`src/hw/rtl/enu_ned_pkg.sv`:
```
package enu_ned_pkg;

  // datapath widths
  localparam int unsigned CordW     = 36;  // CORDIC x and y
  localparam int unsigned ZW        = 20;  // CORDIC angle sum, radians * 65536
  localparam int unsigned AngW      = 15;  // Q3.12 angle out
  localparam int unsigned SqrtW     = 57;  // radicand of the square root
  localparam int unsigned RootSteps = 29;  // result bits of the square root
  localparam int unsigned CordSteps = 16;

  localparam logic signed [AngW-1:0] AngPi     = 15'sd12868;
  localparam logic signed [AngW-1:0] AngHalfPi = 15'sd6434;
  localparam logic signed [ZW-1:0]   HalfPiZ   = 20'sd102944;
  localparam logic signed [CordW-1:0] OneQ28   = 36'sd268435456;

  typedef struct packed {
    logic signed [31:0] north;
    logic signed [31:0] east;
    logic signed [31:0] down;
    logic signed [31:0] vel_x;
    logic signed [31:0] vel_y;
    logic signed [31:0] vel_z;
  } pass_t;

  typedef struct packed {
    logic signed [CordW-1:0] x;
    logic signed [CordW-1:0] y;
  } vec_t;

  // operands that wait while the square root runs
  typedef struct packed {
    vec_t                    roll;
    vec_t                    yaw;
    logic signed [CordW-1:0] s;
    pass_t                   pass;
  } angin_t;

  typedef struct packed {
    logic [SqrtW-1:0] rem;
    logic [SqrtW-1:0] root;
  } root_t;

  typedef struct packed {
    logic signed [CordW-1:0] x;
    logic signed [CordW-1:0] y;
    logic signed [ZW-1:0]    z;
    logic                    zero_x;
    logic signed [AngW-1:0]  fixed;
  } cvec_t;

  typedef struct packed {
    cvec_t roll;
    cvec_t pitch;
    cvec_t yaw;
    pass_t pass;
  } cord_t;

  // atan(2^-i) in radians * 65536
  function automatic logic signed [ZW-1:0] atan_lut(input int unsigned i);
    logic signed [ZW-1:0] a;
    case (i)
      0:       a = 20'sd51472;
      1:       a = 20'sd30386;
      2:       a = 20'sd16055;
      3:       a = 20'sd8150;
      4:       a = 20'sd4091;
      5:       a = 20'sd2047;
      6:       a = 20'sd1024;
      7:       a = 20'sd512;
      8:       a = 20'sd256;
      9:       a = 20'sd128;
      10:      a = 20'sd64;
      11:      a = 20'sd32;
      12:      a = 20'sd16;
      13:      a = 20'sd8;
      14:      a = 20'sd4;
      15:      a = 20'sd2;
      default: a = '0;
    endcase
    return a;
  endfunction

endpackage

```
`src/hw/rtl/enu_ned_isqrt_step.sv`:
```
module enu_ned_isqrt_step #(
  parameter int unsigned Level = 0
) (
  input  logic                clk_i,
  input  logic                rst_ni,
  input  logic                valid_i,
  output logic                ready_o,
  input  enu_ned_pkg::root_t  root_i,
  input  enu_ned_pkg::angin_t ang_i,
  output logic                valid_o,
  input  logic                ready_i,
  output enu_ned_pkg::root_t  root_o,
  output enu_ned_pkg::angin_t ang_o
);

  localparam int unsigned SW = enu_ned_pkg::SqrtW;
  localparam logic [SW-1:0] Bit = SW'(1) << (2 * Level);

  logic                v_q;
  enu_ned_pkg::root_t  r_d, r_q;
  enu_ned_pkg::angin_t a_q;
  logic [SW:0]         trial;

  assign ready_o = ~v_q | ready_i;
  assign valid_o = v_q;

  // one restoring square root digit
  always_comb begin
    trial = {1'b0, root_i.root} + {1'b0, Bit};
    if ({1'b0, root_i.rem} >= trial) begin
      r_d.rem  = root_i.rem - trial[SW-1:0];
      r_d.root = (root_i.root >> 1) + Bit;
    end else begin
      r_d.rem  = root_i.rem;
      r_d.root = root_i.root >> 1;
    end
  end

  always_ff @(posedge clk_i or negedge rst_ni) begin
    if (!rst_ni) begin
      v_q <= 1'b0;
    end else if (ready_o) begin
      v_q <= valid_i;
    end
  end

  always_ff @(posedge clk_i) begin
    if (ready_o) begin
      r_q <= r_d;
      a_q <= ang_i;
    end
  end

  assign root_o = r_q;
  assign ang_o  = a_q;

endmodule

```
`config.mk`:
```
export PLATFORM = sky130hd
export DESIGN_NAME = enu_ned_isqrt_step
export DESIGN_NICKNAME = d
export VERILOG_FILES = /design/src/hw/rtl/enu_ned_pkg.sv /design/src/hw/rtl/enu_ned_isqrt_step.sv
export SDC_FILE = /design/constraint.sdc
export NUM_CORES = 1
export LEC_CHECK = 0
export ABC_AREA = 1
export BUFFER_PORTS_ARGS = -buffer_cell sky130_fd_sc_hd__buf_2
export CAP_MARGIN = 30
export CELL_PAD_IN_SITES_DETAIL_PLACEMENT = 0
export CELL_PAD_IN_SITES_GLOBAL_PLACEMENT = 1
export CORE_AREA = 8 8 376 378
export DETAILED_ROUTE_END_ITERATION = 8
export DIE_AREA = 0 0 384 386
export PLACE_DENSITY = 0.44
export SLEW_MARGIN = 25
export SYNTH_ARGS = -nofsm -noshare
export SYNTH_HDL_FRONTEND = slang
export SYNTH_SLANG_ARGS = --single-unit
```
`constraint.sdc`:
```
create_clock -name clk_i -period 14.5 [get_ports clk_i]
set_clock_uncertainty 0.1 [all_clocks]
set_input_delay 0.725 -clock clk_i [delete_from_list [all_inputs] [get_ports clk_i]]
set_output_delay 0.725 -clock clk_i [all_outputs]
set_load 0.01 [all_outputs]
```
==> results of run 1 <==
==> report_power, final <==
| part | switching, mW | internal [mW] |
|---|---|---|
| Sequential | 0.0535 | 1.71 |
| Combinational | 0.550 | 0.244 |
| Clock | 0.671 | 0.968 |
| Total | 1.27 | 2.92 |
==> worst reg2reg max path: cells and delay by family (launching register included) <==
family | cells | cell delay [ns]
buf+inv | 4 | 2.37
simple gates | 1 | 0.49
flops | 1 | 0.41
==> cells in the final DEF, fill, tap and decap left out, drive strengths merged <==
cell | netlist | routed
buf | 43 | 989
nand2 | 788 | 788
edfxtp | 486 | 486
inv | 304 | 310
nor2 | 182 | 182
nand4 | 138 | 138
xor2 | 102 | 102
nand3 | 92 | 92
clkbuf | 20 | 79
a21oi | 66 | 66
ha | 59 | 59
nor3 | 27 | 27
xnor2 | 23 | 23
clkinv | 0 | 21
diode | 0 | 12
o21ai | 12 | 12
mux2i | 10 | 10
o21bai | 10 | 10
nor4 | 7 | 7
bufinv | 0 | 7
and2 | 4 | 4
nand3b | 4 | 4
nor2b | 3 | 3
or2 | 2 | 2
clkinvlp | 0 | 2
nor3b | 1 | 1
fa | 1 | 1
dlygate4sd3 | 0 | 1
dfrtp | 1 | 1
==> worst max-delay path by stage <==
stage | start | endpoint
final | root_i[2] | root_o[99]
after global routing | root_i[2] | root_o[99]
after CTS | root_i[2] | root_o[107]
after detailed placement | root_i[2] | root_o[107]
after global placement | root_i[2] | root_o[111]
after floorplan | ready_i | ang_o[0]
==> cell type report <==
class | instances | area, um2 | area share
Antenna cell | 12 | 30.0 | 0.000912
Clock buffer | 79 | 1710 | 0.0520
Clock inverter | 36 | 388 | 0.0118
Inverter | 304 | 1140 | 0.0347
Multi-Input combinational cell | 1531 | 7770 | 0.236
Sequential cell | 487 | 14600 | 0.444
Tap cell | 1781 | 2230 | 0.0677
Timing Repair Buffer | 990 | 5030 | 0.153
==> cells by family (layout without fill, tap and decap cells) <==
logic type,count (synthesis),in the layout,share of synthesized area
AO/OA/AOI/OAI,88,88,0.0195
buffers and inverters,367,1409,0.0620
XOR/XNOR,125,125,0.0460
flip-flops,487,487,0.614
adder cells (fa/ha/maj),60,60,0.0318
other,0,12,0
multiplexers,10,10,0.00420
AND/OR/NAND/NOR,1248,1248,0.223
==> routing by layer <==
layer,share of wire,GRT usage
met5,0.0014,0
met3,0.063,0.0442
met4,0.031,0.0610
met1,0.38,0.216
met2,0.53,0.369
==> synthesized netlist by cell type, drive strengths merged <==
library cell / n
nor3: 27
o21ai: 12
nand2: 788
nor3b: 1
a21oi: 66
ha: 59
nor2: 182
nand4: 138
dfrtp: 1
xor2: 102
inv: 304
buf: 43
mux2i: 10
and2: 4
fa: 1
nor4: 7
or2: 2
nand3: 92
nor2b: 3
o21bai: 10
clkbuf: 20
nand3b: 4
edfxtp: 486
xnor2: 23
==> flip-flops by register name (all words and copies together) (netlist names) <==
| name | count |
|---|---|
| valid_o | 1 |
| ang_o | 372 |
| root_o | 114 |
==> metrics.cfg, run 1 <==
[routing]
drc = 0
routed_wl_um = 153000
vias = 21533
first_pass_iters = 5
vias_per_cell = 4.13
first_iter_violations = 1435
ant_nets = 0
wl_per_cell_um = 29.3

[synthesis]
synth-seq-cells = 487
syn-instance-count = 2385
yosysSeqAreaShare = 0.614
syn_area_per_cell_um2 = 9.99
yosysUniqueCellTypes = 35
synth_warnings = 0
synth_top_cell_area_share = 0.613
synth.net_count = 2935
yosysTopAreaCell = edfxtp_1
synth_area_um2 = 23800
ys_top_cells_by_area = edfxtp_1 61%, nand2_1 12%, inv_1 4.8%

[sta]
fin_ws_ns = 7.52
hold_slack_ns = 0.154
maxSlewViolCount = 0
fmax_ghz = 0.143
finalSetupViolations = 0
worst_pin_slew_ns = 0.989
relSlewSlack = 0.341
rsz0062_at_grt = false
fin_crit_sh = 0.481
setup_tns_ns = 0
min_period_ns = 6.98
hold_violations = 0

[setup_path]
rr_startpoint = valid_o
reg2reg_depth = 5
critical_path_class = input port to register
max_stage_delay_ns = 0.74
r2r_slack_ns = 10.67
critPathRequiredTime_ns = 14.90
critPathBufInv = 4
crit_path_end_kind = register
arrival_ns = 7.37
cp.depth = 25
r2r_end = ang_o[247]
cp_max_fo = 114
slowest_stage = buf_4
start_kind = input port
critical-path-top-delay-family = simple AND/OR/NAND/NOR gates
cpMostUsedCell = nand2_1

[placed_design]
dpl.hpwl_um = 129000
dpl_cell_area_um2 = 30800
gp_congestion = 0.886
portBuffers = 977
dp_slack_ns = 6.88
place_inst = 5091

[cells_and_area]
fin_nets = 3930
fin_cells = 5220
fin_util = 0.244
area_delta_synth_final_pct = 38.2
drive_above_1_share = 0.320
final_area_um2 = 32900
n_fill_cell = 14985

[clock_network]
cts.repair.resized = 0
cts_setup_buffers = 0
clk_pin_slew_ns = 0.06
htree_levels = 3
cts_buffers = 66
holdBufCountCts = 1
clock_latency_ns = 0.63
clock_path_buffers = 3
cts_tree = done
ctsRootBufferMaster = clkbuf_16
clock-sinks = 487

[floorplan]
rows = 135
start_util = 0.176
die_h_um = 386
die-area_um2 = 148000
ios = 978
core_area_um2 = 135000
die_x_um = 384

[hold_path]
hp-class = input port to register
hold_path_depth = 1
holdCritStartpoint = ang_i[106]
min_to = ang_o[106]

[run]
maxCapViolCount = 0

[global_routing]
grt_pass1_wl_um = 197000
first_global_vias = 21933
grt_usage = 0.195
grt_overflow_total = 0
antenna_found_initial = 62
grt_max_degree = 141

[pwr]
p_leak_nw = 15.3
p_total_mw = 4.20
ir_worst_vdd_uv = 69.8
power.density_nw_per_um2 = 127

[status]
outcome = finished, final reports clean

Power figures use the tool's default switching activity.
==> inputs of run 2 (changes only) <==
--- a/config.mk
+++ b/config.mk
@@ -10,10 +10,10 @@
 export CAP_MARGIN = 30
 export CELL_PAD_IN_SITES_DETAIL_PLACEMENT = 0
 export CELL_PAD_IN_SITES_GLOBAL_PLACEMENT = 1
-export CORE_AREA = 8 8 376 378
+export CORE_AREA = 8 8 371 373
 export DETAILED_ROUTE_END_ITERATION = 8
-export DIE_AREA = 0 0 384 386
-export PLACE_DENSITY = 0.44
+export DIE_AREA = 0 0 379 381
+export PLACE_DENSITY = 0.47
 export SLEW_MARGIN = 25
 export SYNTH_ARGS = -nofsm -noshare
 export SYNTH_HDL_FRONTEND = slang
==> constraint.sdc (replaced) <==
create_clock -name clk_i -period 6 [get_ports clk_i]
set_clock_uncertainty 0.1 [all_clocks]
set_input_delay 0.3 -clock clk_i [delete_from_list [all_inputs] [get_ports clk_i]]
set_output_delay 0.3 -clock clk_i [all_outputs]
set_load 0.01 [all_outputs]
==> run 2 against run 1 <==
First-iteration DRC count fell by 4.9%; wire length up 2.0%; total power rose by 140%; via count is 7.8% higher; critical path type unchanged; highest routed layer unchanged.
==> metrics.cfg, run 2 (synthesis gave the netlist of run 1 again) <==
[sta]
setup_tns_ns = 0  ; unchanged
min_period_ns = 5.46
fin_crit_sh = 0.910
fmax_ghz = 0.183
relSlewSlack = 0.343  ; +0.00212
worst_pin_slew_ns = 0.986  ; -0.00319 ns
maxSlewViolCount = 0  ; unchanged
hold_violations = 0  ; unchanged
finalSetupViolations = 0  ; unchanged
rsz0062_at_grt = false

[setup_path]
critical_path_class = input port to register
slowest_stage = nor3_1
cp_cell_sequence = dlygate4sd3_1 -> buf_2 -> nand2_1 -> inv_1 -> nand3_1 -> nor2_1 -> nor2b_1 -> nand4_1 -> nor3_1 -> xnor2_1 -> ha_1 -> nand2_1 -> nor2_1 -> and2_1 -> nand2_1 -> o21ai_1 -> nand2_1 -> nand2_1 -> nand2_4 -> buf_12 -> nand4_1 -> nand2_1
start_kind = input port
cpMostUsedCell = nand2_1
critPathRequiredTime_ns = 6.30  ; -8.60 ns
arrival_ns = 5.76  ; -1.61 ns
max_stage_delay_ns = 0.66  ; -0.08 ns
cp_max_fo = 113  ; -0.88%
crit_path_end_kind = register

[cells_and_area]
area_delta_synth_final_pct = 58.1
layout.cells.most_common = buf_2
final_area_um2 = 37700  ; +14%
fin_nets = 4416  ; +12%
multi_input_area_um2 = 7760  ; about the same
drive_above_1_share = 0.280  ; -0.0392
final_cell_mix = 977 x buf_2, 782 x nand2_1, 486 x edfxtp_1, 480 x dlygate4sd3_1, 304 x inv_1
seq_area_um2 = 14600  ; unchanged
largest_reg_flops = 372  ; unchanged
n_fill_cell = 14287  ; -4.7%

[global_routing]
grt_util_met1 = 0.244  ; +0.0284
busiest_layer = met2
first_global_vias = 24021  ; +9.5%
grt_overflow_total = 0  ; unchanged
grt_usage = 0.204  ; +0.00905
grt_pass1_wl_um = 205000  ; +4.3%
grt_max_degree = 149  ; +5.7%
use_met3 = 0.0324  ; -0.0118
antenna_found_initial = 44  ; -29%
grt_use_met2 = 0.370  ; +0.000973

[routing]
routed_wl_um = 156000  ; +2.0%
wl_per_cell_um = 27.3  ; -6.7%
first_iter_violations = 1364  ; -4.9%
vias_per_cell = 4.07  ; -1.4%
drc = 0  ; unchanged
first_pass_iters = 5  ; unchanged
vias = 23216  ; +7.8%
ant_nets = 0  ; unchanged

[floorplan]
die-area_um2 = 144000  ; -2.6%
start_util = 0.180  ; +0.00380
die_x_um = 379  ; -1.3%
core_area_um2 = 132000  ; -2.1%
rows = 134  ; -0.74%
ios = 978  ; unchanged
die_h_um = 381  ; -1.3%

[hold_path]
hp-class = input port to register

[run]
maxCapViolCount = 0  ; unchanged

[pwr]
power.density_nw_per_um2 = 267  ; +110%
ir_worst_vdd_uv = 236  ; +240%
p_leak_nw = 17.3  ; +13%

[status]
outcome = finished, final reports clean

[clock_network]
clock_path_buffers = 3  ; unchanged
clock-sinks = 487  ; unchanged
ctsRootBufferMaster = clkbuf_16
clk_pin_slew_ns = 0.06  ; about the same
clock_latency_ns = 0.65  ; +0.02 ns
cts_tree = done
htree_levels = 2  ; -1
cts_buffers = 59  ; -11%

[placed_design]
dpl.hpwl_um = 129000  ; about the same
portBuffers = 977  ; unchanged
gp_congestion = 0.895  ; +1.0%
dpl_cell_area_um2 = 30900  ; +0.54%

[run 2: cell types whose count changed in the layout (fill, tap and decap cells not counted), sizes merged]
| cell | delta |
|---|---|
| diode | +14 |
| clkinv | +5 |
| dlygate4sd3 | +479 |
| bufinv | -3 |
| clkinvlp | -1 |
| buf | +14 |
| clkbuf | -4 |
| inv | -4 |
[run 2: final cells by class]
| class | count | area share |
|---|---|---|
| Antenna cell | 26 | 0.00173 |
| Timing Repair Buffer | 1483 | 0.265 |
| Multi-Input combinational cell | 1531 | 0.206 |
| Clock buffer | 75 | 0.0414 |
| Clock inverter | 33 | 0.00808 |
| Tap cell | 1768 | 0.0588 |
| Sequential cell | 487 | 0.388 |
| Inverter | 304 | 0.0303 |
[run 2: power by group]
part           internal, mW  total, mW  switching, mW  leakage (nW)
Clock                  2.01       3.56           1.55         0.903
Combinational         0.807       2.22           1.41          11.5
Sequential             4.13       4.26          0.134          4.92
[run 2: per-stage QoR]
stage	total power, mW	setup WS, ns	utilization	hold slack (ns)	std cells
2_1_floorplan	5.19	1.70	-	-0.0956	2385
3_3_place_gp	6.30	0.529	0.234	-0.0249	5093
3_5_place_dp	6.29	0.562	0.234	-0.0227	5093
4_1_cts	10.2	0.767	0.284	0.00350	5681
5_1_grt	10.5	0.504	0.285	0.0231	5695
6_report	10.0	0.539	0.285	0.0746	5707
[run 2: what timing repair did]
| action | CTS | global route |
|---|---|---|
| hold buffers | 480 | 0 |
| setup buffers | 0 | 0 |
| resized for setup | 0 | 0 |
| hold endpoints to repair | 479 | 0 |
[run 2: critical path: cells and delay by family]
family          cells  cell delay [ns]
buf+inv             4             1.03
xor+xnor            1             0.23
simple gates       15             3.27
fa+ha+maj           1             0.46
compound gates      1             0.13
[run 2: final timing paths]
kind                             from    endpoint  slack, ns  cells after the start
setup / recovery           root_i[23]  root_o[59]       0.54                     22
hold / removal             root_i[38]  root_o[37]       0.07                      3
setup reg to reg              valid_o  ang_o[275]       3.73                      2
hold reg to reg               valid_o  root_o[27]       1.01                      1
max in group asynchronous      rst_ni     valid_o       5.33                      3
min in group asynchronous      rst_ni     valid_o       0.37                      3
[run 2: layer usage]
layer,vias up,wire length (um)
li1,10947,-
met1,11261,62800
met2,824,79200
met3,174,8140
met4,10,5860
met5,-,69
