[config.mk]
export PLATFORM = sky130hd
export DESIGN_NAME = enu_ned_cordic_step
export DESIGN_NICKNAME = d
export VERILOG_FILES = /design/src/hw/rtl/enu_ned_pkg.sv /design/src/hw/rtl/enu_ned_cordic_step.sv
export SDC_FILE = /design/constraint.sdc
export NUM_CORES = 1
export LEC_CHECK = 0
export BUFFER_PORTS_ARGS = -buffer_cell sky130_fd_sc_hd__buf_2
export CORE_AREA = 2 2 400 402
export DETAILED_ROUTE_END_ITERATION = 8
export DIE_AREA = 0 0 402 404
export PLACE_DENSITY_LB_ADDON = 0.15
export SLEW_MARGIN = 20
export SYNTH_ARGS = -nofsm -noshare
export SYNTH_HDL_FRONTEND = slang
export SYNTH_SLANG_ARGS = --single-unit
[constraint.sdc]
create_clock -name clk_i -period 20.3 [get_ports clk_i]
set_clock_uncertainty 0.2 [all_clocks]
set_input_delay 4.06 -clock clk_i [delete_from_list [all_inputs] [get_ports clk_i]]
set_output_delay 4.06 -clock clk_i [all_outputs]
set_load 0.005 [all_outputs]
[src/hw/rtl/enu_ned_pkg.sv]
package enu_ned_pkg;

  // datapath widths
  localparam int unsigned CordW     = 36;  // CORDIC x and y
  localparam int unsigned ZW        = 20;  // CORDIC angle sum, radians * 65536
  localparam int unsigned AngW      = 15;  // Q3.12 angle out
  localparam int unsigned SqrtW     = 57;  // radicand of the square root
  localparam int unsigned RootSteps = 29;  // result bits of the square root
  localparam int unsigned CordSteps = 16;

  localparam logic signed [AngW-1:0] AngPi     = 15'sd12868;
  localparam logic signed [AngW-1:0] AngHalfPi = 15'sd6434;
  localparam logic signed [ZW-1:0]   HalfPiZ   = 20'sd102944;
  localparam logic signed [CordW-1:0] OneQ28   = 36'sd268435456;

  typedef struct packed {
    logic signed [31:0] north;
    logic signed [31:0] east;
    logic signed [31:0] down;
    logic signed [31:0] vel_x;
    logic signed [31:0] vel_y;
    logic signed [31:0] vel_z;
  } pass_t;

  typedef struct packed {
    logic signed [CordW-1:0] x;
    logic signed [CordW-1:0] y;
  } vec_t;

  // operands that wait while the square root runs
  typedef struct packed {
    vec_t                    roll;
    vec_t                    yaw;
    logic signed [CordW-1:0] s;
    pass_t                   pass;
  } angin_t;

  typedef struct packed {
    logic [SqrtW-1:0] rem;
    logic [SqrtW-1:0] root;
  } root_t;

  typedef struct packed {
    logic signed [CordW-1:0] x;
    logic signed [CordW-1:0] y;
    logic signed [ZW-1:0]    z;
    logic                    zero_x;
    logic signed [AngW-1:0]  fixed;
  } cvec_t;

  typedef struct packed {
    cvec_t roll;
    cvec_t pitch;
    cvec_t yaw;
    pass_t pass;
  } cord_t;

  // atan(2^-i) in radians * 65536
  function automatic logic signed [ZW-1:0] atan_lut(input int unsigned i);
    logic signed [ZW-1:0] a;
    case (i)
      0:       a = 20'sd51472;
      1:       a = 20'sd30386;
      2:       a = 20'sd16055;
      3:       a = 20'sd8150;
      4:       a = 20'sd4091;
      5:       a = 20'sd2047;
      6:       a = 20'sd1024;
      7:       a = 20'sd512;
      8:       a = 20'sd256;
      9:       a = 20'sd128;
      10:      a = 20'sd64;
      11:      a = 20'sd32;
      12:      a = 20'sd16;
      13:      a = 20'sd8;
      14:      a = 20'sd4;
      15:      a = 20'sd2;
      default: a = '0;
    endcase
    return a;
  endfunction

endpackage

[src/hw/rtl/enu_ned_cordic_step.sv]
module enu_ned_cordic_step #(
  parameter int unsigned Step = 0
) (
  input  logic               clk_i,
  input  logic               rst_ni,
  input  logic               valid_i,
  output logic               ready_o,
  input  enu_ned_pkg::cord_t cord_i,
  output logic               valid_o,
  input  logic               ready_i,
  output enu_ned_pkg::cord_t cord_o
);

  localparam logic signed [enu_ned_pkg::ZW-1:0] Angle = enu_ned_pkg::atan_lut(Step);

  // one vectoring micro-rotation
  function automatic enu_ned_pkg::cvec_t rot(input enu_ned_pkg::cvec_t a);
    enu_ned_pkg::cvec_t r;
    r = a;
    if (a.y >= 0) begin
      r.x = a.x + (a.y >>> Step);
      r.y = a.y - (a.x >>> Step);
      r.z = a.z + Angle;
    end else begin
      r.x = a.x - (a.y >>> Step);
      r.y = a.y + (a.x >>> Step);
      r.z = a.z - Angle;
    end
    return r;
  endfunction

  logic               v_q;
  enu_ned_pkg::cord_t c_d, c_q;

  assign ready_o = ~v_q | ready_i;
  assign valid_o = v_q;

  always_comb begin
    c_d.roll  = rot(cord_i.roll);
    c_d.pitch = rot(cord_i.pitch);
    c_d.yaw   = rot(cord_i.yaw);
    c_d.pass  = cord_i.pass;
  end

  always_ff @(posedge clk_i or negedge rst_ni) begin
    if (!rst_ni) begin
      v_q <= 1'b0;
    end else if (ready_o) begin
      v_q <= valid_i;
    end
  end

  always_ff @(posedge clk_i) begin
    if (ready_o) c_q <= c_d;
  end

  assign cord_o = c_q;

endmodule

==> summary.txt, run 1 <==
Outcome
  • Status: completed

Timing
  • Max Slew Vio Count: 0
  • Setup_tns: 0 ns
  • Relative slew slack: 0.318
  • Final hold violations: 0
  • Slew @ Worst Pin: roughly 1 ns
  • Final Cycle Share: 0.439
  • F_max: around 0.11 GHz
  • RSZ-0062 raised after global routing: false
  • Final setup margin: between 10 and 15 ns
  • Final setup fails: 0
  • Min Tclk post-route: slightly below 9 ns

Yosys
  • #FFs+latches synth: ~500
  • Sequential share of the synthesized area: 0.442
  • Syn nets: between 4000 and 5000
  • Post-Syn Instances: about 3500
  • Post-synth EDFFs: 513
  • Area leader, netlist: edfxtp_1
  • Syn Area/Cell: approximately 9.9 um^2
  • Async SR Flop Fraction: 0.00195
  • Post-synth top flop: edfxtp_1
  • Top cell type's share of synthesized area: 0.441
  • Synth warnings: 0
  • Yosys cell types: between 80 and 90
  • Synthesized area: approximately 35000 um^2
  • Synth area leaders: edfxtp_1, ha_1, a21oi_1

Clock tree
  • CTS resizes: 0
  • CTS tree: yes
  • CTS sink cnt: approximately 510
  • Maximum clock path buffer count: 3
  • CTS Hold Buffers Added: 0
  • Clock Latency Late Sink: 0.66 ns
  • Reg clk slew, reported paths: 0.06 ns
  • H-tree level count: 3
  • Clock Root Buffer: clkbuf_16
  • Post-CTS setup buffer count: 0
  • TritonCTS buffer count: between 60 and 70

Route
  • Metal3 WL: around 14 mm
  • Highest routed layer: met5
  • Met2 WL post-DR: approximately 76 mm
  • WL/cell: about 24 um
  • Mean number of vias per cell: 4.75
  • TritonRoute pass-1 iters: 6
  • DRC Markers: 0
  • Post-route ant nets: 0
  • M1 WL: roughly 69 mm
  • DR vias: ~32000
  • Drt initial violations: around 2600
  • WL final: 163 mm

Power and ir drop
  • Sw frac: 0.327
  • Comb pwr share: 0.271
  • Peak supply drop: 0.0000606 V
  • Pint: between 2 and 2.5 mW
  • Sw Pwr: 1.17 mW
  • Leak Pwr: slightly below 20 nW
  • Clock network power share: 0.339
  • Reg power frac: 0.390
  • PwrDens: ~80 nW/um^2

Worst setup path
  • CP Max Fanout: 13
  • Required time worst endpoint: around 16 ns
  • Worst R2R Path Depth: 4
  • CP Launch Point: ready_i
  • Setup CP Type: input pin to output port
  • Crit end category: output port
  • Worst R2R End: cord_o[499]$_DFFE_PP_
  • Startpoint types: input pin
  • Worst r2r src: valid_o$_DFFE_PN0P_
  • CP Capture Point: ready_o
  • Reg2Reg Setup Slack: ~17 ns
  • Critical Path AT: around 4.7 ns

Global routing
  • Initial antenna violation count: approximately 130
  • Tot GR Track Use: 0.191
  • Grt total ovfl: 0
  • Vias in the first global route: around 30000
  • First-pass GRT wire length: ~230 mm
  • Largest net degree at the start of global routing: approximately 140

Floorplan
  • Row cnt: roughly 150
  • DIE AREA: 162000 um^2
  • Die span in y: slightly above 400 um
  • # IOs: between 1000 and 1500
  • Die X: approximately 400 um
  • Initial Util: 0.221
  • Core Region: 158000 um^2

Placed design
  • Post-DP HPWL: ~130 mm
  • PortBufs: ~1000
  • RD Place Congestion: 0.897
  • Setup slack after placement: between 10 and 15 ns

Min path
  • Hold Crit Depth: 2
  • Tightest Hold Check Type: register to register

Cells and area
  • Layout cells sized above 1: 0.260
  • Fillers: 17000
  • Area growth syn-to-layout: 27.4%
  • Fin nets: between 5000 and 6000

Flow run
  • Max Cap Viol: 0
## cell usage after synthesis, drive strengths merged (13+ instances only)
| cell | number |
|---|---|
| nor3 | 69 |
| o21bai | 76 |
| nand2 | 187 |
| nor4 | 21 |
| a31oi | 27 |
| ha | 327 |
| nand3 | 46 |
| or3 | 18 |
| nand4 | 46 |
| o211ai | 19 |
| edfxtp | 513 |
| a211oi | 24 |
| buf | 54 |
| a21boi | 14 |
| a21o | 55 |
| xnor2 | 224 |
| o21a | 34 |
| o21ai | 240 |
| nor2 | 273 |
| a221oi | 17 |
| a21oi | 406 |
| o31ai | 43 |
| nor2b | 26 |
| o221ai | 13 |
| inv | 340 |
| xor2 | 36 |
| nand2b | 42 |
| clkbuf | 97 |
| mux2i | 62 |
## stage by stage
stage / hold WS, ns / utilization / instance area [um^2] / power (mW) / std cells
after floorplan: 3.56 / - / 34900 / 1.93 / 3546
after global placement: 0.523 / 0.268 / 42300 / 2.39 / 6517
after detailed placement: 0.542 / 0.268 / 42300 / 2.39 / 6517
after CTS: 0.558 / 0.282 / 44500 / 3.63 / 6633
after global routing: 0.586 / 0.282 / 44500 / 3.76 / 6640
final: 0.561 / 0.282 / 44500 / 3.58 / 6657
## power by group through the flow
stage / registers [mW] / logic, mW / clock network (mW)
floorplan: 1.44 / 0.490 / 0
detailed placement: 1.42 / 0.973 / 0
global route: 1.41 / 1.06 / 1.29
CTS: 1.40 / 0.977 / 1.26
global placement: 1.42 / 0.978 / 0
finish: 1.39 / 0.970 / 1.21
## worst max-delay path, cell delays in order
cell and delay, ns:
buf_2 0.10, nand2b_4 0.28, buf_2 0.21
## routing by layer
metal  vias to the layer above  track usage
met4                        62       0.0537
met3                       282       0.0587
li1                      14700            -
met2                      1282        0.313
met5                         -            0
met1                     15300        0.242
## final cells by class
| type | count | area, um^2 | area share |
|---|---|---|---|
| diodes | 24 | 60.1 | 0.00135 |
| inverters | 349 | 1310 | 0.0294 |
| multi-input cells | 2532 | 17600 | 0.396 |
| well taps | 2072 | 2590 | 0.0582 |
| flip-flops and latches | 514 | 15400 | 0.347 |
| clock inverters | 40 | 442 | 0.00992 |
| repair buffers | 1050 | 5320 | 0.119 |
| clock buffers | 76 | 1750 | 0.0394 |
## cell usage in the layout, fill, tap and decap left out, drive strengths merged, types with 19 or more instances in the layout
cell    Yosys  layout
buf        54    1050
edfxtp    513     513
a21oi     406     406
inv       340     344
ha        327     327
nor2      273     273
o21ai     240     240
xnor2     224     224
nand2     187     187
o21bai     76      76
clkbuf     97      76
nor3       69      69
mux2i      62      62
a21o       55      55
nand4      46      46
nand3      46      46
o31ai      43      43
nand2b     42      42
xor2       36      36
o21a       34      34
clkinv      9      33
a31oi      27      27
nor2b      26      26
diode       0      24
a211oi     24      24
nor4       21      21
o211ai     19      19
## flip-flops by register name, summed over array words and instances, names as in the netlist
signal	flops
cord_o	513
valid_o	1
## how the worst min path moves through the flow
stage,start,endpoint
finish,valid_o$_DFFE_PN0P_,valid_o$_DFFE_PN0P_
global route,valid_o$_DFFE_PN0P_,valid_o$_DFFE_PN0P_
CTS,valid_o$_DFFE_PN0P_,valid_o$_DFFE_PN0P_
detailed placement,valid_o$_DFFE_PN0P_,valid_o$_DFFE_PN0P_
global placement,valid_o$_DFFE_PN0P_,valid_o$_DFFE_PN0P_
floorplan,rst_ni,valid_o$_DFFE_PN0P_
## cells by family (layout without fill, tap and decap cells)
kind of cell / count (synthesis) / after routing / synth area share
other: 0 / 24 / 0
AND/OR/NAND/NOR: 784 / 784 / 0.105
XOR/XNOR: 260 / 260 / 0.0652
buffers and inverters: 500 / 1515 / 0.0546
adder cells (fa/ha/maj): 336 / 336 / 0.122
flip-flops: 514 / 514 / 0.442
AO/OA/AOI/OAI: 1088 / 1088 / 0.193
multiplexers: 64 / 64 / 0.0184
(Power assumes the default switching activity.)
==> run 2: changes to the inputs <==
ABC_AREA = 1   (was not set)
CORE_AREA = 2 2 403 405   (was 2 2 400 402)
DIE_AREA = 0 0 405 407   (was 0 0 402 404)
clock period = 9.13 ns   (was 20.3 ns; I/O delays follow)
==> run 2 against run 1 <==
Against the previous run: die area increased by 1.5%; synthesized cell count increased by 54%; synthesized area increased by 16%; critical path type unchanged; power increased by 140%; sequential power increased by 120%; critical endpoint unchanged; hold slack improved by 0.17 ns; highest routed layer unchanged; global-route usage increased by 6.6 points.
==> summary.txt, run 2 <==
Outcome
  • Status: completed

Timing
  • Setup_tns: 0 ns (unchanged)
  • F_max: approximately 0.2 GHz
  • RSZ-0062 raised after global routing: false
  • Relative slew slack: 0.277 (-0.0416)
  • Final setup fails: 0 (unchanged)
  • Final Cycle Share: 0.537
  • Min Tclk post-route: roughly 5 ns
  • Final hold violations: 0 (unchanged)
  • Slew @ Worst Pin: 1.09 ns (+0.0882 ns)
  • Max Slew Vio Count: 0 (unchanged)
  • WHS: 0.730 ns (+0.169 ns)

Yosys
  • Synth warnings: 0 (unchanged)
  • #FFs+latches synth: 514 (unchanged)
  • Syn nets: 6314 (+43%)
  • Post-synth top flop: edfxtp_1
  • Area leader, netlist: edfxtp_1
  • Top cell type's share of synthesized area: 0.379 (-0.0616)
  • Post-synth EDFFs: 513 (unchanged)
  • Synth top cells by count: nand2_1, inv_1, edfxtp_1
  • Async SR Flop Fraction: 0.00195 (unchanged)
  • Synth area leaders: edfxtp_1, nand2_1, ha_1
  • Syn Area/Cell: 7.44 um^2 (-24%)
  • Synthesized area: 40600 um^2 (+16%)
  • Post-Syn Instances: 5458 (+54%)
  • Yosys cell types: 55 (-35%)
  • Sequential share of the synthesized area: 0.380 (-0.0617)
  • Most common cell in the synthesized netlist: nand2_1

Clock tree
  • Post-CTS setup buffer count: 0 (unchanged)
  • Maximum clock path buffer count: 3 (unchanged)
  • CTS resizes: 0 (unchanged)
  • Clock Root Buffer: clkbuf_16
  • H-tree level count: 3 (unchanged)
  • Reg clk slew, reported paths: 0.05 ns (about the same)
  • TritonCTS buffer count: 70 (+4.5%)
  • CTS sink cnt: 514 (unchanged)
  • CTS tree: yes
  • CTS Hold Buffers Added: 0 (unchanged)
  • Clock Latency Late Sink: 0.66 ns (about the same)

Placed design
  • PortBufs: 1037 (unchanged)
  • RD Place Congestion: 1.02 (+14%)
  • Placement Cell Area: 47800 um^2 (+13%)
  • Post-DP HPWL: 189 mm (+40%)

Global routing
  • Initial antenna violation count: 71 (-44%)
  • Largest net degree at the start of global routing: 142 (-0.70%)
  • Vias in the first global route: 39900 (+29%)
  • Grt total ovfl: 0 (unchanged)
  • First-pass GRT wire length: 299 mm (+32%)
  • Tot GR Track Use: 0.257 (+0.0662)

Floorplan
  • DIE AREA: 165000 um^2 (+1.5%)
  • Initial Util: 0.254 (+0.0322)
  • Die X: 405 um (+0.75%)
  • # IOs: 1038 (unchanged)
  • Core Region: 160000 um^2 (+1.5%)
  • Die span in y: 407 um (+0.74%)
  • Row cnt: 147 (+0.68%)

Route
  • WL/cell: 25.6 um (+4.5%)
  • Drt initial violations: 3439 (+30%)
  • TritonRoute pass-1 iters: 8 (+2)
  • WL final: 221 mm (+36%)
  • Mean number of vias per cell: 4.82 (+1.3%)
  • DRC Markers: 0 (unchanged)
  • Post-route ant nets: 0 (unchanged)
  • DR vias: 41700 (+32%)

Min path
  • Tightest Hold Check Type: input pin to asynchronous set/reset pin

Worst setup path
  • Required time worst endpoint: 7.10 ns (-8.94 ns)
  • Setup CP Type: input pin to output port
  • Slowest CP cell: nand2_8
  • Crit end category: output port
  • Critical Path AT: 2.88 ns (-1.78 ns)
  • Critical Path, Cell by Cell: buf_2 -> inv_1 -> nand2_8 -> buf_2
  • Worst r2r src: valid_o$_DFFE_PN0P_
  • CP Launch Point: ready_i
  • CP Max Fanout: 74 (+61)
  • Number of buffers and inverters on the critical path: 3 (+1)
  • Startpoint types: input pin
  • CP delay by family, top: buffers and inverters
  • Worst path most repeated cell: buf_2
  • Critical path's largest stage delay: 0.34 ns (+0.06 ns)

Cells and area
  • Area growth syn-to-layout: 23.2%
  • Layout cells sized above 1: 0.193 (-0.0675)
  • Max reg flops: 513 (unchanged)
  • Most frequent cells in the layout: nand2_1, buf_2, inv_1, edfxtp_1, nor2_1
  • Cell area after layout: 50000 um^2 (+12%)
  • Commonest non-fill, non-tap cell in the layout: nand2_1
  • Fin nets: 7287 (+36%)

Power and ir drop
  • PwrDens: 169 nW/um^2 (+110%)
  • Peak supply drop: 0.000126 V (+110%)
  • Leak Pwr: 24.7 nW (+29%)

Flow run
  • Max Cap Viol: 0 (unchanged)
## run 2: cell types whose count changed after synthesis, moves of 59 or more
| cell | previous run | this run |
|---|---|---|
| nand2_1 | 187 | 1559 |
| inv_1 | 340 | 769 |
| nand3_1 | 46 | 452 |
| nor2_1 | 273 | 493 |
| xnor2_1 | 224 | 14 |
| xor2_1 | 36 | 117 |
| clkbuf_1 | 97 | 20 |
| mux2i_1 | 62 | 3 |
## run 2: per-stage QoR
step,total power [mW],worst slack [ns],std cells,util
finish,8.44,4.23,8658,0.312
detailed placement,5.70,4.04,8519,0.298
floorplan,4.44,1.79,5458,-
global route,8.83,4.16,8649,0.312
global placement,5.72,4.03,8519,0.298
CTS,8.53,4.29,8643,0.312
## run 2: final cells by class
| type | instances | area [um^2] |
|---|---|---|
| inverters | 785 | 2950 |
| multi-input cells | 4011 | 21400 |
| flip-flops and latches | 514 | 15400 |
| repair buffers | 1049 | 5300 |
| clock inverters | 39 | 407 |
| fillers | 17600 | 110000 |
| diodes | 15 | 37.5 |
| well taps | 2160 | 2700 |
| clock buffers | 85 | 1810 |
## run 2: layer usage
layer,track usage,share of wire,vias up
li1,-,-,19700
met1,0.306,0.40,19800
met2,0.443,0.48,1728
met3,0.0568,0.070,380
met4,0.113,0.047,58
met5,0,0.0017,-
## run 2: final timing paths
kind	slack (ns)	cells past startpoint	end
max in group asynchronous	7.92	1	valid_o$_DFFE_PN0P_
min in group clk_i	0.92	1	cord_o[358]$_DFFE_PP_
setup / recovery	4.23	4	ready_o
hold / removal	0.73	1	valid_o$_DFFE_PN0P_
hold reg to reg	0.92	1	cord_o[358]$_DFFE_PP_
setup reg to reg	5.61	3	cord_o[482]$_DFFE_PP_
## run 2: power breakdown
group	switching [mW]	internal, mW
logic	1.81	0.788
registers	0.131	2.96
clock network	1.17	1.59
## run 2: cells by family after synthesis
group,count (synthesis),synth area share
AO/OA/AOI/OAI,859,0.115
XOR/XNOR,145,0.0347
adder cells (fa/ha/maj),336,0.105
buffers and inverters,933,0.0938
flip-flops,514,0.380
multiplexers,3,0.000739
AND/OR/NAND/NOR,2668,0.271
## run 2: worst reg2reg max path: stages (launching register included)
cell and delay [ns]:
dfrtp_1 0.43, nand2_8 0.47, buf_4 0.94, buf_4 0.97
