**config.mk**
```make
export PLATFORM = sky130hd
export DESIGN_NAME = enu_ned_prerot
export DESIGN_NICKNAME = d
export VERILOG_FILES = /design/src/hw/rtl/enu_ned_pkg.sv /design/src/hw/rtl/enu_ned_prerot.sv
export SDC_FILE = /design/constraint.sdc
export NUM_CORES = 1
export LEC_CHECK = 0
export ABC_AREA = 1
export BUFFER_PORTS_ARGS = -buffer_cell sky130_fd_sc_hd__buf_2
export CAP_MARGIN = 20
export CORE_AREA = 2 2 392 394
export CTS_CLUSTER_DIAMETER = 40
export DETAILED_ROUTE_END_ITERATION = 10
export DIE_AREA = 0 0 394 396
export PLACE_DENSITY = 0.37
export SYNTH_ARGS = -nofsm -noshare
export SYNTH_HDL_FRONTEND = slang
export SYNTH_SLANG_ARGS = --single-unit
```
**constraint.sdc**
```tcl
create_clock -name clk_i -period 13.8 [get_ports clk_i]
set_clock_uncertainty 0.2 [all_clocks]
set_input_delay 0 -clock clk_i [delete_from_list [all_inputs] [get_ports clk_i]]
set_output_delay 0 -clock clk_i [all_outputs]
set_load 0.01 [all_outputs]
```
**src/hw/rtl/enu_ned_pkg.sv**
```systemverilog
package enu_ned_pkg;

  // datapath widths
  localparam int unsigned CordW     = 36;  // CORDIC x and y
  localparam int unsigned ZW        = 20;  // CORDIC angle sum, radians * 65536
  localparam int unsigned AngW      = 15;  // Q3.12 angle out
  localparam int unsigned SqrtW     = 57;  // radicand of the square root
  localparam int unsigned RootSteps = 29;  // result bits of the square root
  localparam int unsigned CordSteps = 16;

  localparam logic signed [AngW-1:0] AngPi     = 15'sd12868;
  localparam logic signed [AngW-1:0] AngHalfPi = 15'sd6434;
  localparam logic signed [ZW-1:0]   HalfPiZ   = 20'sd102944;
  localparam logic signed [CordW-1:0] OneQ28   = 36'sd268435456;

  typedef struct packed {
    logic signed [31:0] north;
    logic signed [31:0] east;
    logic signed [31:0] down;
    logic signed [31:0] vel_x;
    logic signed [31:0] vel_y;
    logic signed [31:0] vel_z;
  } pass_t;

  typedef struct packed {
    logic signed [CordW-1:0] x;
    logic signed [CordW-1:0] y;
  } vec_t;

  // operands that wait while the square root runs
  typedef struct packed {
    vec_t                    roll;
    vec_t                    yaw;
    logic signed [CordW-1:0] s;
    pass_t                   pass;
  } angin_t;

  typedef struct packed {
    logic [SqrtW-1:0] rem;
    logic [SqrtW-1:0] root;
  } root_t;

  typedef struct packed {
    logic signed [CordW-1:0] x;
    logic signed [CordW-1:0] y;
    logic signed [ZW-1:0]    z;
    logic                    zero_x;
    logic signed [AngW-1:0]  fixed;
  } cvec_t;

  typedef struct packed {
    cvec_t roll;
    cvec_t pitch;
    cvec_t yaw;
    pass_t pass;
  } cord_t;

  // atan(2^-i) in radians * 65536
  function automatic logic signed [ZW-1:0] atan_lut(input int unsigned i);
    logic signed [ZW-1:0] a;
    case (i)
      0:       a = 20'sd51472;
      1:       a = 20'sd30386;
      2:       a = 20'sd16055;
      3:       a = 20'sd8150;
      4:       a = 20'sd4091;
      5:       a = 20'sd2047;
      6:       a = 20'sd1024;
      7:       a = 20'sd512;
      8:       a = 20'sd256;
      9:       a = 20'sd128;
      10:      a = 20'sd64;
      11:      a = 20'sd32;
      12:      a = 20'sd16;
      13:      a = 20'sd8;
      14:      a = 20'sd4;
      15:      a = 20'sd2;
      default: a = '0;
    endcase
    return a;
  endfunction

endpackage

```
**src/hw/rtl/enu_ned_prerot.sv**
```systemverilog
module enu_ned_prerot (
  input  logic                clk_i,
  input  logic                rst_ni,
  input  logic                valid_i,
  output logic                ready_o,
  input  enu_ned_pkg::root_t  root_i,
  input  enu_ned_pkg::angin_t ang_i,
  output logic                valid_o,
  input  logic                ready_i,
  output enu_ned_pkg::cord_t  cord_o
);

  localparam int unsigned W  = enu_ned_pkg::CordW;
  localparam int unsigned RW = enu_ned_pkg::RootSteps;

  // quadrant fold into the right half plane, x == 0 handled on the side
  function automatic enu_ned_pkg::cvec_t fold(input logic signed [W-1:0] y,
                                              input logic signed [W-1:0] x);
    enu_ned_pkg::cvec_t c;
    c.zero_x = (x == '0);
    if (y > 0) begin
      c.fixed = enu_ned_pkg::AngHalfPi;
    end else if (y < 0) begin
      c.fixed = -enu_ned_pkg::AngHalfPi;
    end else begin
      c.fixed = '0;
    end
    if (x < 0) begin
      if (y >= 0) begin
        c.x = y;
        c.y = -x;
        c.z = enu_ned_pkg::HalfPiZ;
      end else begin
        c.x = -y;
        c.y = x;
        c.z = -enu_ned_pkg::HalfPiZ;
      end
    end else begin
      c.x = x;
      c.y = y;
      c.z = '0;
    end
    return c;
  endfunction

  logic                v_q;
  enu_ned_pkg::cord_t  c_d, c_q;
  logic signed [W-1:0] cos_x;

  assign ready_o = ~v_q | ready_i;
  assign valid_o = v_q;

  assign cos_x = {{(W-RW){1'b0}}, root_i.root[RW-1:0]};

  always_comb begin
    c_d.roll  = fold(ang_i.roll.y, ang_i.roll.x);
    c_d.pitch = fold(ang_i.s, cos_x);
    c_d.yaw   = fold(ang_i.yaw.y, ang_i.yaw.x);
    c_d.pass  = ang_i.pass;
  end

  always_ff @(posedge clk_i or negedge rst_ni) begin
    if (!rst_ni) begin
      v_q <= 1'b0;
    end else if (ready_o) begin
      v_q <= valid_i;
    end
  end

  always_ff @(posedge clk_i) begin
    if (ready_o) c_q <= c_d;
  end

  assign cord_o = c_q;

endmodule

```
==> results of run 1 <==
layout make-up:
class                      instances  area (µm²)
timing repair buffer            1739       13000
sequential                       420       12600
tap                             2030        2540
antenna                           10        25.0
fill                           16400      114000
inverter                         117         439
clock inverter                    71        1030
multi-input combinational       1174        5380
clock buffer                     104        2430
stage by stage:
| step | cells | total power [W] | setup slack [ps] |
|---|---|---|---|
| 2_1_floorplan | 1857 | 0.00185 | 3260 |
| 3_3_place_gp | 4636 | 0.00211 | 10600 |
| 3_5_place_dp | 4636 | 0.00211 | 10600 |
| 4_1_cts | 5655 | 0.00481 | 9790 |
| 5_1_grt | 5662 | 0.00493 | 9470 |
| 6_report | 5665 | 0.00473 | 9710 |
layer usage:
layer	part of all wire (%)	track usage [%]
met1	39	14.7
met2	47	21.2
met3	8.7	4.52
met4	4.9	6.88
met5	0.022	0
cells in the final DEF, fill, tap and decap left out, drive strengths merged:
master       instances
clkinvlp            12
buf                895
nand4               31
or2                  1
ha                   4
nand3              161
a31oi                3
conb                40
nor3                 8
o211ai               2
o21ai              136
diode               10
clkinv              33
nor2               218
nor4                14
nand3b               5
edfxtp             419
a21oi                7
clkbuf             104
xnor2               15
inv                126
dlygate4sd3        844
bufinv              17
dfrtp                1
o22ai                5
nand2              482
xor2                40
o221ai               2
sequential cells by signal (all words and copies together), names as in the netlist:
name	flops
valid_o	1
cord_o	419
what timing repair did:
item,CTS,global route
hold buffers,844,0
hold endpoints to repair,425,0
setup buffers,0,0
worst paths after layout:
kind	start	to	depth (start not counted)
max	ang_i[263]	cord_o[249]	14
min	root_i[26]	cord_o[398]	2
max reg2reg	valid_o	cord_o[46]	3
min reg2reg	valid_o	cord_o[155]	1
max in group asynchronous	rst_ni	valid_o	4
min in group asynchronous	rst_ni	valid_o	4
power by group through the flow:
stage | clock network (W) | registers (W) | logic (W)
3_3_place_gp | 0 | 0.00159 | 0.000519
6_report | 0.00244 | 0.00157 | 0.000722
5_1_grt | 0.00258 | 0.00158 | 0.000779
4_1_cts | 0.00251 | 0.00157 | 0.000729
2_1_floorplan | 0 | 0.00168 | 0.000177
3_5_place_dp | 0 | 0.00160 | 0.000516
cells by family (layout without fill, tap and decap cells):
logic type | Yosys count | count (layout) | synth area share [%]
AO/OA/AOI/OAI | 155 | 155 | 4.34
XOR/XNOR | 55 | 55 | 2.50
adder cells (fa/ha/maj) | 4 | 4 | 0.260
buffers and inverters | 263 | 2031 | 7.33
flip-flops | 420 | 420 | 65.5
other | 1 | 50 | 0.0195
AND/OR/NAND/NOR | 920 | 920 | 20.0
synth_stat cells (all sizes together) (7+ instances only):
cell,number,area (µm²)
a21oi,7,46.3
inv,116,435
nor2,218,866
nor4,14,87.6
o21ai,136,707
xnor2,15,131
nand2,482,1810
nand4,31,194
nand3,161,806
xor2,40,350
buf,123,885
nor3,8,40.0
clkbuf,23,86.3
edfxtp,419,12600
worst max-delay path, delay by kind of cell:
kind / cells / cell delay (ps)
AOI/OAI and AO/OA: 2 / 300
buffers and inverters: 7 / 3200
and+or+nand+nor: 5 / 910
==> summary.txt, run 1 <==
STA
  – Peak Freq: 245 MHz
  – Final hold violations: 0
  – Final setup vio count: 0
  – RSZ-0062 raised after global routing: false
  – Max-slew violations: 0
  – Fin Setup TNS: 0 ps
  – Final critical-path required period: 4090 ps
  – Final hold slack: 60.9 ps
  – Worst slew pin tran: 1100 ps
  – Final period util: 29.6%
  – Max_slew headroom: 26.5%

Outcome
  – Status: complete, no violations

Clocking
  – Clk buf depth: 3
  – Reg clk slew, reported paths: 50 ps
  – CTS root buffer: clkbuf_16
  – H-tree levels: 3
  – Clock insertion delay at the later pin of the skew report: 670 ps
  – Inserted Clock Buffers: 96
  – Clk sinks: 420
  – Post-cts sizing count: 0
  – CTS tree: built

Worst setup path
  – Cells along the critical path: dlygate4sd3_1 -> buf_2 -> buf_4 -> inv_2 -> nand2_1 -> o21ai_0 -> nor2_2 -> nand2_1 -> nand2_1 -> dlygate4sd3_1 -> nand3_1 -> dlygate4sd3_1 -> o21ai_0 -> dlygate4sd3_1
  – WP data required: 14150 ps
  – Crit Path Category: input port to flip-flop
  – R2R Setup Slk: 10490 ps
  – Worst path slowest cell: dlygate4sd3_1
  – Crit path largest cell delay: 600 ps
  – CP Max Fanout: 42
  – Crit start category: input port
  – Worst path most repeated cell: dlygate4sd3_1
  – Crit end category: flip-flop
  – CP arrival: 4440 ps

Global route
  – GRT Util Overall: 12.9%
  – Largest net degree at the start of global routing: 154
  – First-pass GRT wire length: 146 mm
  – Grt total ovfl: 0
  – Initial antenna violation count: 16
  – Vias in the first global route: 20600

Synth
  – Seq/Total Area, Yosys: 65.5%
  – Yosys reg bits: 420
  – Mean post-synth cell area: 10.6 µm²
  – Synth warn: 0
  – Mapped cell area: 19200 µm²
  – Ys async rst share: 0.238%
  – Most used DFF post-synth: edfxtp_1
  – Post-synth cell types: 34
  – Gate Count Post-Synth: 1818
  – Number of synthesized flops with an enable pin: 419

Placement
  – Dpl cell area: 25500 µm²
  – Port bufs: 882
  – RePlAce Congestion: 0.886
  – Hpwl dp: 80.5 mm

Pwr
  – VDD IR max: 0.0874 mV
  – Reg power frac: 33.2%
  – Clock power frac: 51.5%
  – Psw: 0.00126 W
  – Pwr dens: 126 nW/µm²
  – Sw Share: 26.6%
  – Comb pwr share: 15.3%
  – Int Pwr: 0.00348 W
  – Static Leakage: 15.9 nW

Finish
  – Layout cells sized above 1: 29.9%
  – Layout overhead on the synthesized area: 94.6%
  – Final Cell Area: 37400 µm²
  – Core Util, Final: 24.7%
  – Final net count: 4042

Route
  – Initial DRT Pass Iterations: 6
  – Vias per cell: 3.58
  – Antenna viol nets, final: 0
  – Iteration-0 DRC Markers: 1366
  – Drt total wl: 105 mm
  – Average wire per standard cell: 18.5 µm
  – DR vias: 20300
  – Drc violations: 0

Floorplan
  – Die width: 394 µm
  – Core area: 152000 µm²
  – Row count: 143
  – Io pins: 1008
  – Full die area: 156000 µm²
  – Die height: 396 µm
  – Starting Density: 12.7%

Worst hold path
  – Worst Hold Class: input port to flip-flop

Run
  – Max-Cap Viols: 0
No activity file was read; power rests on OpenSTA's default activity.
==> inputs of run 2 (changes only) <==
==> constraint.sdc (replaced) <==
create_clock -name clk_i -period 4.07 [get_ports clk_i]
set_clock_uncertainty 0.2 [all_clocks]
set_input_delay 0 -clock clk_i [delete_from_list [all_inputs] [get_ports clk_i]]
set_output_delay 0 -clock clk_i [all_outputs]
set_load 0.01 [all_outputs]
==> run 2 against run 1 <==
Against the previous run: first-iteration DRC count is 1.5% lower; non-clock buffer count is 91 higher; via count grew 2.2%; total power rose to 3.3 times the previous value; combinational power grew to 3.5 times the previous value; clock power rose to 3.2 times the previous value; critical path type unchanged; largest cell class unchanged; highest routed layer unchanged.
==> summary.txt, run 2 (synthesis gave the netlist of run 1 again) <==
STA
  – Final setup vio count: 0 (unchanged)
  – Final hold violations: 0 (unchanged)
  – Fin Setup TNS: 0 ps (unchanged)
  – Final period util: 87.0%
  – RSZ-0062 raised after global routing: false
  – Peak Freq: 283 MHz
  – Final critical-path required period: 3540 ps
  – Max-slew violations: 0 (unchanged)
  – Final hold slack: 41.3 ps (-19.6 ps)
  – Worst slew pin tran: 871 ps (-231 ps)
  – Max_slew headroom: 41.9% (+15 points)

Floorplan
  – Io pins: 1008 (unchanged)
  – Core area: 152000 µm² (unchanged)
  – Full die area: 156000 µm² (unchanged)
  – Row count: 143 (unchanged)
  – Die width: 394 µm (unchanged)
  – Starting Density: 12.7% (unchanged)
  – Die height: 396 µm (unchanged)

Finish
  – Final net count: 4128 (+2.1%)
  – Commonest non-fill, non-tap cell in the layout: dlygate4sd3_1
  – Final Cell Area: 38100 µm² (+1.9%)
  – Layout overhead on the synthesized area: 98.2%
  – Largest register FFs: 419 (unchanged)
  – Layout cells sized above 1: 29.2% (-0.71 points)
  – Most frequent cells in the layout: 923 x dlygate4sd3_1, 882 x buf_2, 479 x nand2_1
  – Core Util, Final: 25.2% (+0.46 points)

Route
  – Drc violations: 0 (unchanged)
  – DR vias: 20700 (+2.2%)
  – Initial DRT Pass Iterations: 6 (unchanged)
  – Average wire per standard cell: 18.3 µm (-1.2%)
  – Antenna viol nets, final: 0 (unchanged)
  – Drt total wl: 105 mm (+0.17%)
  – Vias per cell: 3.61 (+0.84%)
  – Iteration-0 DRC Markers: 1346 (-1.5%)

Global route
  – Initial antenna violation count: 18 (+2)
  – Largest net degree at the start of global routing: 80 (-48%)
  – GRT Util Overall: 13.0% (+0.11 points)
  – Vias in the first global route: 21000 (+1.7%)
  – First-pass GRT wire length: 147 mm (+1.3%)
  – Grt total ovfl: 0 (unchanged)

Clocking
  – Reg clk slew, reported paths: 50 ps (about the same)
  – CTS root buffer: clkbuf_16
  – Clk sinks: 420 (unchanged)
  – Inserted Clock Buffers: 91 (-5.2%)
  – Post-CTS setup buffer count: 0 (unchanged)
  – CTS tree: built
  – Clk buf depth: 3 (unchanged)
  – Clock insertion delay at the later pin of the skew report: 670 ps (about the same)
  – Post-cts sizing count: 0 (unchanged)
  – H-tree levels: 3 (unchanged)

Pwr
  – Static Leakage: 16.2 nW (+1.4%)
  – VDD IR max: 0.333 mV (+280%)
  – Pwr dens: 412 nW/µm² (+230%)

Worst hold path
  – Worst hold path endpoint: cord_o[381]
  – Min-Delay Path Depth: 2 (unchanged)
  – Hold path startpoint: root_i[9]
  – Worst Hold Class: input port to flip-flop

Worst setup path
  – CP arrival: 3880 ps (-560 ps)
  – Crit start category: input port
  – CP Max Fanout: 42 (unchanged)
  – Crit end category: flip-flop
  – Crit Path Category: input port to flip-flop
  – RR Startpoint: valid_o
  – Reg2reg end: cord_o[131]
  – R2R Setup Slk: 2010 ps (-8480 ps)
  – WP data required: 4410 ps (-9740 ps)
  – Worst Reg-to-Reg Cells: 2 (-1)

Placement
  – Port bufs: 882 (unchanged)
  – RePlAce Congestion: 0.882 (-0.46%)
  – Hpwl dp: 81.4 mm (+1.1%)
  – Dpl cell area: 25600 µm² (+0.58%)

Run
  – Max-Cap Viols: 0 (unchanged)

Outcome
  – Status: complete, no violations
## run 2: layout make-up
type | count | area, µm²
Multi-Input combinational cell | 1174 | 5390
Inverter | 117 | 439
Sequential cell | 420 | 12600
Clock buffer | 104 | 2380
Fill cell | 16300 | 113000
Timing Repair Buffer | 1830 | 13900
Antenna cell | 7 | 17.5
Clock inverter | 61 | 857
Tap cell | 2030 | 2540
## run 2: layer usage
metal / global-route usage (%) / share of wire [%] / vias up
met1: 15.3 / 40 / 9852
met4: 4.84 / 3.5 / 2
met2: 22.1 / 48 / 929
met3: 4.19 / 8.2 / 166
met5: 0 / 0.011 / -
li1: - / - / 9799
## run 2: worst max-delay path by stage
stage / start / endpoint / slack, ps
2_1_floorplan: valid_o / cord_o[0] / 130
3_3_place_gp: ang_i[263] / cord_o[298] / 1740
3_5_place_dp: ang_i[263] / cord_o[298] / 1720
4_1_cts: ang_i[263] / cord_o[285] / 610
5_1_grt: ang_i[263] / cord_o[285] / 330
6_report: ang_i[263] / cord_o[285] / 530
## run 2: report_power, final
group	internal (W)	leakage, nW	total (W)	switching (W)
registers	0.00520	4.24	0.00535	0.000152
logic	0.00120	10.4	0.00252	0.00132
clock network	0.00523	1.55	0.00784	0.00261
## run 2: per-stage QoR
step	instances	total power (W)	setup WS [ps]
global route	5739	0.0164	333
CTS	5735	0.0160	606
finish	5743	0.0157	531
floorplan	1857	0.00619	126
global placement	4648	0.00719	1740
detailed placement	4648	0.00719	1720
## run 2: repair_timing
action                                 4_1_cts  5_1_grt
endpoints found under the hold margin      421        1
setup endpoints to repair                    0        0
hold buffers                               922        1
## run 2: worst max-delay path, cell delays in order
cell           delay (ps)
dlygate4sd3_1         540
buf_2                 120
buf_4                 250
inv_2                 160
buf_4                 390
nor2_1                110
nor2_2                300
nand2_1                90
nand2_1                70
dlygate4sd3_1         550
nand3_1                60
dlygate4sd3_1         580
o21ai_0                60
dlygate4sd3_1         550
==> inputs of run 3 (changes only) <==
==> constraint.sdc (replaced) <==
create_clock -name clk_i -period 4.07 [get_ports clk_i]
set_clock_uncertainty 0.2 [all_clocks]
set_input_delay 1.221 -clock clk_i [delete_from_list [all_inputs] [get_ports clk_i]]
set_output_delay 1.221 -clock clk_i [all_outputs]
set_load 0.01 [all_outputs]
==> run 3 against run 2 <==
Against the previous run: sequential cell count unchanged; die area unchanged; final cell count down 16%; clock power up 2%; register-to-register slack worse by 180 ps; sequential share of layout area up 10 points; total power down 4.4%; combinational power down 32%; count of clock-buffer cells in the layout down 1; wire length down 6.5%.
==> summary.txt, run 3 (synthesis gave the netlist of run 1 again) <==
Placement
  – RePlAce Congestion: 0.891 (+1.0%)
  – Pre-CTS WS: 633 ps (-1080 ps)
  – Hpwl dp: 80.7 mm (-0.81%)
  – Port bufs: 882 (unchanged)

Route
  – Drt total wl: 98.3 mm (-6.5%)
  – Initial DRT Pass Iterations: 9 (+3)
  – DR vias: 17200 (-17%)
  – Vias per cell: 3.56 (-1.4%)
  – Drc violations: 0 (unchanged)
  – Average wire per standard cell: 20.4 µm (+11%)
  – Iteration-0 DRC Markers: 1301 (-3.3%)
  – Antenna viol nets, final: 0 (unchanged)

Finish
  – Most frequent cells in the layout: 882 x buf_2, 479 x nand2_1, 419 x edfxtp_1
  – Commonest non-fill, non-tap cell in the layout: buf_2
  – Largest register FFs: 419 (unchanged)
  – # fillers: 17000 (+3.8%)
  – Layout cells sized above 1: 38.7% (+9.4 points)
  – Final net count: 3206 (-22%)
  – Layout overhead on the synthesized area: 50.6%

Worst setup path
  – Crit end category: primary output
  – Crit start category: input port
  – RR Startpoint: valid_o
  – CP startpoint: ready_i
  – Crit Path Category: input port to primary output
  – WP data required: 2650 ps (-1760 ps)
  – CP arrival: 1750 ps (-2130 ps)
  – CP Max Fanout: 5 (-88%)

STA
  – Final hold violations: 0 (unchanged)
  – Final hold slack: 487 ps (+446 ps)
  – Final setup vio count: 0 (unchanged)
  – Worst setup slack after layout: 898 ps (+367 ps)
  – Peak Freq: 315 MHz (+12%)
  – Worst slew pin tran: 788 ps (-83.8 ps)
  – Final period util: 77.9% (-9.0 points)
  – Max_slew headroom: 47.5% (+5.6 points)
  – Final critical-path required period: 3170 ps (-367 ps)
  – RSZ-0062 raised after global routing: false
  – Max-slew violations: 0 (unchanged)

Run
  – Max-Cap Viols: 0 (unchanged)

Outcome
  – Status: complete, no violations

Floorplan
  – Die height: 396 µm (unchanged)
  – Die width: 394 µm (unchanged)
  – Full die area: 156000 µm² (unchanged)
  – Row count: 143 (unchanged)
  – Io pins: 1008 (unchanged)
  – Core area: 152000 µm² (unchanged)
  – Starting Density: 12.7% (unchanged)

Global route
  – GRT Util Overall: 12.1% (-0.96 points)
  – Vias in the first global route: 16500 (-21%)
  – Initial antenna violation count: 44 (+26)
  – First-pass GRT wire length: 131 mm (-11%)
  – Grt total ovfl: 0 (unchanged)
  – Largest net degree at the start of global routing: 100 (+25%)

Clocking
  – H-tree levels: 3 (unchanged)
  – Reg clk slew, reported paths: 50 ps (about the same)
  – CTS root buffer: clkbuf_16
  – Inserted Clock Buffers: 95 (+4.4%)
  – CTS tree: built
  – Clk sinks: 420 (unchanged)
  – Post-CTS setup buffer count: 0 (unchanged)
  – Clk buf depth: 3 (unchanged)
  – Clock insertion delay at the later pin of the skew report: 700 ps (+30 ps)

Pwr
  – Pwr dens: 518 nW/µm² (+26%)
  – VDD IR max: 0.311 mV (-6.7%)
  – Static Leakage: 12.4 nW (-23%)

Worst hold path
  – Hold path startpoint: ang_i[12]
  – Worst Hold Class: input port to flip-flop
[run 3: changes by cell type in the layout (fill, tap and decap cells not counted)]
cell	before	now
clkinv_1	9	21
inv_6	14	9
clkinv_16	3	5
clkinv_2	9	8
clkbuf_16	92	95
dlygate4sd3_1	923	1
clkinv_8	0	1
bufinv_16	16	15
clkbuf_1	9	8
clkbuf_8	3	0
diode_2	7	8
buf_12	6	5
clkinv_4	2	6
buf_4	19	16
[run 3: final cells by class]
class                           count  area, µm²  share of cell area [%]
Timing Repair Buffer              904       4640                    16.0
Multi-Input combinational cell   1174       5390                    18.6
Inverter                          117        439                    1.52
Clock buffer                      103       2410                    8.31
Clock inverter                     73        935                    3.23
Tap cell                         2030       2540                    8.77
Antenna cell                        8       20.0                  0.0691
Sequential cell                   420      12600                    43.5
[run 3: final timing paths]
| path | to | slack [ps] | cells after the start |
|---|---|---|---|
| max | ready_o | 900 | 4 |
| min | cord_o[12] | 490 | 1 |
| min reg2reg | valid_o | 500 | 2 |
| min in group asynchronous | valid_o | 630 | 2 |
| max reg2reg | cord_o[393] | 1830 | 3 |
| max in group asynchronous | valid_o | 2960 | 2 |
[run 3: layer usage]
| metal | wire length (µm) | part of all wire [%] | up-vias | GRT usage [%] |
|---|---|---|---|---|
| li1 | - | - | 7950 | - |
| met1 | 39100 | 40 | 8105 | 14.3 |
| met2 | 46600 | 47 | 921 | 19.8 |
| met3 | 8840 | 9.0 | 196 | 4.26 |
| met4 | 3660 | 3.7 | 26 | 5.02 |
| met5 | 162 | 0.16 | - | 0 |
[run 3: critical path, cell delays in order]
cell and delay, ps:
buf_2 100, inv_1 130, nand2_8 120, buf_2 170
[run 3: metrics by stage]
| stage | instance area (µm²) | power [W] | instances | TNS [ps] | utilization, % |
|---|---|---|---|---|---|
| 3_3_place_gp | 25600 | 0.00718 | 4644 | 0 | 16.9 |
| 3_5_place_dp | 25600 | 0.00717 | 4644 | 0 | 16.9 |
| 5_1_grt | 29000 | 0.0156 | 4827 | 0 | 19.1 |
| 6_report | 29000 | 0.0150 | 4829 | 0 | 19.1 |
| 4_1_cts | 29000 | 0.0153 | 4821 | 0 | 19.1 |
| 2_1_floorplan | 19400 | 0.00618 | 1857 | -271 | - |
[run 3: power breakdown]
group / internal, W / total [W] / leakage, nW / switching (W)
clock network: 0.00525 / 0.00796 / 1.59 / 0.00271
logic: 0.000564 / 0.00172 / 6.57 / 0.00115
registers: 0.00520 / 0.00534 / 4.24 / 0.000141
total: 0.0110 / 0.0150 / 12.4 / 0.00400
[run 3: timing repair]
action,in CTS,in global routing
hold buffers,1,0
hold endpoints to repair,1,0
resized for setup,0,0
